File: config.mk
export PLATFORM = sky130hd
export DESIGN_NAME = plbl_cbrt
export DESIGN_NICKNAME = d
export VERILOG_FILES = /design/src/hw/rtl/plbl_pkg.sv /design/src/hw/rtl/plbl_cbrt.sv
export SDC_FILE = /design/constraint.sdc
export NUM_CORES = 2
export LEC_CHECK = 0
export ABC_CLOCK_PERIOD_IN_PS = 15730
export BUFFER_PORTS_ARGS = -buffer_cell sky130_fd_sc_hd__buf_2
export CAP_MARGIN = 20
export CORE_MARGIN = 2
export CORE_UTILIZATION = 50
export DETAILED_ROUTE_END_ITERATION = 8
export PLACE_DENSITY = 0.65
export SLEW_MARGIN = 20
export SYNTH_ARGS = -nofsm -noshare
export SYNTH_HDL_FRONTEND = slang
export SYNTH_SLANG_ARGS = --single-unit
File: constraint.sdc
create_clock -name clock -period 15.73 [get_ports clock]
set_input_delay 1.573 -clock clock [delete_from_list [all_inputs] [get_ports clock]]
set_output_delay 1.573 -clock clock [all_outputs]
set_load 0.1 [all_outputs]
File: src/hw/rtl/plbl_pkg.sv
// Shared types, constants and the sRGB linearization table for the lightness block.
`default_nettype none

package plbl_pkg;

   // Field and register widths.
   localparam int PIXEL_W  = 32;
   localparam int L_W      = 15;
   localparam int WEIGHT_W = 17;
   localparam int LIN_W    = 17;
   localparam int Y_W      = 33;
   localparam int ROOT_W   = 17;
   localparam int CSR_IDX_W = 2;

   // Cube root pipeline: one root bit per stage, three radicand bits per stage.
   localparam int CBRT_STAGES = 17;
   localparam int RAD_W       = 3 * CBRT_STAGES;
   localparam int REM_W       = 52;
   localparam int YSQ_W       = 2 * ROOT_W;

   // Register indexes of the configuration port.
   localparam logic [CSR_IDX_W-1:0] CSR_WEIGHT_RED   = 2'd0;
   localparam logic [CSR_IDX_W-1:0] CSR_WEIGHT_GREEN = 2'd1;
   localparam logic [CSR_IDX_W-1:0] CSR_WEIGHT_BLUE  = 2'd2;

   // Reset weights, Q0.16.
   localparam logic [WEIGHT_W-1:0] WEIGHT_RED_RST   = 17'd13933;
   localparam logic [WEIGHT_W-1:0] WEIGHT_GREEN_RST = 17'd46871;
   localparam logic [WEIGHT_W-1:0] WEIGHT_BLUE_RST  = 17'd4732;

   // Luminance limits and the L* scaling constants.
   localparam logic [Y_W-1:0] Y_FULL = 33'h1_0000_0000;
   localparam logic [Y_W-1:0] Y_KNEE = Y_W'((64'd216 << 32) / 64'd24389);
   localparam int KNEE_W = 26;
   localparam logic [17:0] LIN_SLOPE = 18'd231244;
   localparam logic [L_W-1:0] L_MAX = 15'd25600;
   localparam logic [L_W-1:0] L_OFFSET = 15'd4096;

   // Data that rides along the cube root pipeline.
   typedef struct packed {
      logic           lin_sel;
      logic [L_W-1:0] lin_l;
   } side_type;

   typedef logic [LIN_W-1:0] lin_rom_type [256];

   // (a * b) >> 62 kept at 64 bits.
   function automatic logic [63:0] q62_mul(input logic [63:0] a, input logic [63:0] b);
      logic [127:0] p;
      p = {64'd0, a} * {64'd0, b};
      return p[125:62];
   endfunction

   // One entry of the sRGB to linear light curve, Q0.16, rounded half up.
   // The power 2.4 is evaluated as the fifth root of the twelfth power, so the
   // largest r with ((2r-1)/2^17)^5 <= v^12 is the rounded value.
   function automatic logic [LIN_W-1:0] lin_entry(input int c);
      logic [63:0] num;
      logic [63:0] q1;
      logic [63:0] rem;
      logic [63:0] v;
      logic [63:0] v2;
      logic [63:0] v4;
      logic [63:0] v8;
      logic [63:0] v12;
      logic [63:0] t;
      logic [63:0] t2;
      logic [63:0] t5;
      int unsigned lo;
      int unsigned hi;
      int unsigned mid;
      if (c <= 10) begin
         return LIN_W'((64'd1310720 * 64'(c) + 64'd32946) / 64'd65892);
      end
      num = 64'd1000 * 64'(c) + 64'd14025;
      q1  = (num << 44) / 64'd269025;
      rem = (num << 44) % 64'd269025;
      v   = (q1 << 18) + (rem << 18) / 64'd269025;
      if (v > (64'd1 << 62)) begin
         v = 64'd1 << 62;
      end
      v2  = q62_mul(v, v);
      v4  = q62_mul(v2, v2);
      v8  = q62_mul(v4, v4);
      v12 = q62_mul(v8, v4);
      lo = 0;
      hi = 65536;
      while (lo < hi) begin
         mid = (lo + hi + 1) / 2;
         t   = (64'(2 * mid) - 64'd1) << 45;
         t2  = q62_mul(t, t);
         t5  = q62_mul(q62_mul(t2, t2), t);
         if (t5 <= v12) begin
            lo = mid;
         end else begin
            hi = mid - 1;
         end
      end
      return LIN_W'(lo);
   endfunction

   function automatic lin_rom_type build_lin_rom();
      lin_rom_type t;
      for (int c = 0; c < 256; c++) begin
         t[c] = lin_entry(c);
      end
      return t;
   endfunction

   localparam lin_rom_type LIN_ROM = build_lin_rom();

endpackage

`default_nettype wire

File: src/hw/rtl/plbl_cbrt.sv
// Pipelined bitwise integer cube root, one root bit per stage, with sideband data.
`default_nettype none

module plbl_cbrt (
   input  wire logic                          clock,
   input  wire logic                          reset,
   input  wire logic                          in_valid,
   output      logic                          in_ready,
   input  wire logic [plbl_pkg::RAD_W-1:0]    in_x,
   input  wire plbl_pkg::side_type            in_side,
   output      logic                          out_valid,
   input  wire logic                          out_ready,
   output      logic [plbl_pkg::ROOT_W-1:0]   out_root,
   output      plbl_pkg::side_type            out_side
);

   localparam int NST = plbl_pkg::CBRT_STAGES;

   logic [NST-1:0]                 v_ff;
   logic [NST:0]                   en;
   logic [plbl_pkg::REM_W-1:0]     rem_ff  [NST];
   logic [plbl_pkg::ROOT_W-1:0]    y_ff    [NST];
   logic [plbl_pkg::YSQ_W-1:0]     ysq_ff  [NST];
   logic [plbl_pkg::RAD_W-1:0]     x_ff    [NST];
   plbl_pkg::side_type             side_ff [NST];

   // A stage loads when it is empty or its content moves on.
   always_comb begin
      en[NST] = out_ready;
      for (int k = NST - 1; k >= 0; k--) begin
         en[k] = !v_ff[k] || en[k+1];
      end
   end

   assign in_ready  = en[0];
   assign out_valid = v_ff[NST-1];
   assign out_root  = y_ff[NST-1];
   assign out_side  = side_ff[NST-1];

   genvar k;
   for (k = 0; k < NST; k++) begin : g_stage
      logic [plbl_pkg::REM_W-1:0]  rem_i;
      logic [plbl_pkg::ROOT_W-1:0] y_i;
      logic [plbl_pkg::YSQ_W-1:0]  ysq_i;
      logic [plbl_pkg::RAD_W-1:0]  x_i;
      plbl_pkg::side_type          side_i;
      logic                        v_i;
      logic [plbl_pkg::REM_W-1:0]  r_w;
      logic [plbl_pkg::REM_W-1:0]  b_w;
      logic [plbl_pkg::REM_W-1:0]  rem_in;
      logic [plbl_pkg::ROOT_W-1:0] y_in;
      logic [plbl_pkg::YSQ_W-1:0]  ysq_in;

      // Stage inputs come from the port or the previous stage.
      if (k == 0) begin : g_first
         assign rem_i  = '0;
         assign y_i    = '0;
         assign ysq_i  = '0;
         assign x_i    = in_x;
         assign side_i = in_side;
         assign v_i    = in_valid;
      end else begin : g_next
         assign rem_i  = rem_ff[k-1];
         assign y_i    = y_ff[k-1];
         assign ysq_i  = ysq_ff[k-1];
         assign x_i    = x_ff[k-1];
         assign side_i = side_ff[k-1];
         assign v_i    = v_ff[k-1];
      end

      // Bring down three radicand bits and try the next root bit as one.
      // Subtrahend is 3*(2y)*(2y+1)+1 = 12*y^2 + 6*y + 1.
      always_comb begin
         r_w = {rem_i[plbl_pkg::REM_W-4:0], x_i[plbl_pkg::RAD_W-1 -: 3]};
         b_w = (plbl_pkg::REM_W'(ysq_i) << 3) + (plbl_pkg::REM_W'(ysq_i) << 2)
             + (plbl_pkg::REM_W'(y_i) << 2) + (plbl_pkg::REM_W'(y_i) << 1)
             + plbl_pkg::REM_W'(1);
         if (r_w >= b_w) begin
            rem_in = r_w - b_w;
            y_in   = {y_i[plbl_pkg::ROOT_W-2:0], 1'b1};
            ysq_in = (ysq_i << 2) + (plbl_pkg::YSQ_W'(y_i) << 2) + plbl_pkg::YSQ_W'(1);
         end else begin
            rem_in = r_w;
            y_in   = {y_i[plbl_pkg::ROOT_W-2:0], 1'b0};
            ysq_in = ysq_i << 2;
         end
      end

      // Stage registers.
      always_ff @(posedge clock) begin
         if (reset) begin
            v_ff[k] <= 1'b0;
         end else if (en[k]) begin
            v_ff[k] <= v_i;
         end
         if (en[k]) begin
            rem_ff[k]  <= rem_in;
            y_ff[k]    <= y_in;
            ysq_ff[k]  <= ysq_in;
            x_ff[k]    <= x_i << 3;
            side_ff[k] <= side_i;
         end
      end
   end

   // An accepted radicand enters the first stage.
   a_enter: assert property (@(posedge clock) disable iff (reset)
      in_valid && in_ready |=> v_ff[0])
      else $error("cube root input transfer did not reach the first stage");

   // A stalled result holds its root and sideband.
   a_hold: assert property (@(posedge clock) disable iff (reset)
      out_valid && !out_ready |=> out_valid && $stable(out_root) && $stable(out_side))
      else $error("stalled cube root result changed");

   // The root of a radicand up to 2^48 never exceeds 2^16.
   a_range: assert property (@(posedge clock) disable iff (reset)
      out_valid |-> out_root <= plbl_pkg::ROOT_W'(65536))
      else $error("cube root out of range");

endmodule

`default_nettype wire

==> metrics.md <==
| Metric | Value |
|---|---|
| # port buffers | 105 |
| Synth Cell Area | 122000 sq um |
| Die area | 248000 sq um |
| Area growth syn-to-layout | 9.36% |
| CP endpoint kind | register |
| Slowest stage delay, CP | 0.79 ns |
| Worst-margin pin slew | 1.08 ns |
| Root Buffer | clkbuf_16 |
| Initial antenna violation count | 23 |
| Synth top area cells | edfxtp_1, ha_1, xnor2_1 |
| Area of the multi-input gates | 62000 sq um |
| Avg Inst Size Synth | 11.2 sq um |
| Worst setup path category | register to register |
| DRC errors left | 0 |
| I/O pins | 106 |
| Commonest non-fill, non-tap cells in the layout | edfxtp_1, ha_1, a21oi_1, nand2_1, nor2_1 |
| Count of standard-cell rows | 181 |
| Clock transition at path regs | 0.06 ns |
| Core Area | 243000 sq um |
| Worst Skew | 0.108 ns |
| Slowest CP cell | a2111oi_0 |
| Worst R2R Path Depth | 27 |
| WHS | 0.380 ns |
| Final worst path period need | 8.84 ns |
| Via count | 83600 |
| Detailed Routing Iterations Pass 1 | 6 |
| Synth cell types | 88 |
| GR Util met1 | 32.3% |
| Tcrit/Tclk final | 56.2% |
| Global Route Usage Sum | 24.5% |
| Met3 Use GR | 2.80% |
| Hold Fails Final Rpt | 0 |
| Slew Limit Headroom | 27.2% |
| Post-Route WL | 308000 um |
| Drt wl/cell | 21.3 um |
| Seq. cell area | 56600 sq um |
| Clk sinks | 1892 |
| Max Transition Viols Final | 0 |
| Total CTS buffers | 205 |
| Net Count, Synth | 12500 |
| Grt ovf | 0 |
| Setup TNS | 0 ns |
| Post-synth top area cell | edfxtp_1 |
| Die Wd | 498 um |
| Flop and latch count out of synthesis | 1892 |
| CP Data Required Time | 16.37 ns |
| RSZ-0062 raised after global routing | false |
| Post-CTS Setup Bufs | 0 |
| Post-synth EDFFs | 1875 |
| Layout cell share with drive strength beyond 1 | 6.02% |
| Initial core utilization | 50.2% |
| CTS hold repair buffers | 0 |
| Most used DFF post-synth | edfxtp_1 |
| RePlAce Congestion | 0.934 |
| Worst Hold Class | register to register |
| CP Max Fanout | 75 |
| Status | complete, no violations |
| H-tree depth | 4 |
| Ys async rst share | 0% |
| Commonest non-fill, non-tap cell in the layout | edfxtp_1 |
| DR iter-0 viols | 6215 |
| Vias in the first global route | 83100 |
| Register area share after synthesis | 46.5% |
| NumNets Final | 12700 |
| Resized Gates After CTS | 0 |
| Largest net degree at the start of global routing | 85 |
| Met2 Track Usage GR | 42.5% |
| Arr. time, crit path | 9.48 ns |
| Buffer depth of the longest clock path | 3 |
| Max Cap Viol | 0 |
| Detailed placement HPWL | 243000 um |
| Fillers | 20700 |
| Most frequent cell on the critical path | or2_2 |
| Final setup fails | 0 |
| Cells after Synth | 10900 |
| Via density | 5.79 |
| Yosys top cell area share | 46.2% |
| Synthesis warning total | 0 |
| Top Usage Layer GRT | met2 |
| Die height | 498 um |
| Peak Freq | 113 MHz |
| Antenna-violating nets left | 0 |
| First-pass GRT wire length | 478000 um |
| CTS tree | done |
| Clock Latency Late Sink | 0.90 ns |
| Worst hold stages | 0 |
| Startpoint Class | register |
## path summary, 6_finish.rpt
kind                               to  slack, ns                    from
max          rem_ff[0][462]$_DFFE_PP_       6.89    y_ff[7][4]$_DFFE_PP_
min            x_ff[0][287]$_DFFE_PP_       0.38  x_ff[0][236]$_DFFE_PP_
max reg2reg  rem_ff[0][462]$_DFFE_PP_       6.89    y_ff[7][4]$_DFFE_PP_
min reg2reg    x_ff[0][287]$_DFFE_PP_       0.38  x_ff[0][236]$_DFFE_PP_
## routing by layer
| layer | up-vias | part of all wire (%) |
|---|---|---|
| met5 | - | 0.0042 |
| met4 | 2 | 2.9 |
| met3 | 429 | 4.5 |
| met2 | 2008 | 49 |
| met1 | 40600 | 43 |
| li1 | 40500 | - |
## registers in the layout, summed over array words and instances, names as in the netlist
name,flops
out_valid,1
y_ff,152
ysq_ff,331
rem_ff,712
x_ff,408
g_stage.v_i,16
side_ff,272
## cell type report
type,count,share of cell area [%]
inverter,696,1.97
multi-input combinational,8104,46.5
tap,3202,3.00
timing repair buffer,151,0.677
clock buffer,228,3.91
clock inverter,154,1.43
sequential,1892,42.5
antenna,8,0.0150
## cell usage after synthesis (22+ instances only)
library cell  number
and2_1            69
or4_1             59
a31oi_1           81
and3_1            88
and4_1            26
or2_2             66
ha_1            1343
mux2_2            56
edfxtp_1        1875
o41ai_1           23
o31ai_1           51
inv_1            692
a31o_2            26
nor3b_1           22
clkbuf_1         164
or3_1             64
nand2_1          719
xor2_1           532
fa_1             242
a211oi_1          56
o211ai_1          47
nor2_1           685
o21bai_1         144
nand3_1          231
nor2b_1           80
a21o_1           390
a2111oi_0         22
nand4_1          140
o21a_1           117
a21boi_0          24
nor4_1            90
nor3_1           228
a21oi_1          830
a211o_1           26
nand2b_1         127
xnor2_1          627
o21ai_0          544
## metrics by stage
stage / utilization (%) / setup slack, ns / instances / instance area (sq um)
2_1_floorplan: - / 0.938 / 10900 / 122000
3_3_place_gp: 52.0 / 6.94 / 14000 / 126000
3_5_place_dp: 52.0 / 6.97 / 14000 / 126000
4_1_cts: 54.9 / 6.90 / 14400 / 133000
5_1_grt: 54.9 / 6.19 / 14400 / 133000
6_report: 54.9 / 6.89 / 14400 / 133000
## critical path, delay by kind of cell, from the launching register on
family                     cells  cell delay [ns]
xor gates and xnor gates       2             0.27
DFF                            1             0.43
AOI/OAI and AO/OA              9             3.26
buffers and inverters          3             0.56
and+or+nand+nor                9             2.45
adders and majority gates      4             1.67
## cell families after synthesis
family / after synthesis / synth area share (%)
AO/OA/AOI/OAI: 2549 / 13.1
XOR/XNOR: 1159 / 8.32
adder cells (fa/ha/maj): 1585 / 17.8
buffers and inverters: 894 / 2.79
flip-flops: 1892 / 46.5
multiplexers: 61 / 0.558
AND/OR/NAND/NOR: 2750 / 11.0
Power is left out: the tool's default activity adds up to more than one toggle a clock period on the data nets, which glitch-free logic cannot reach.
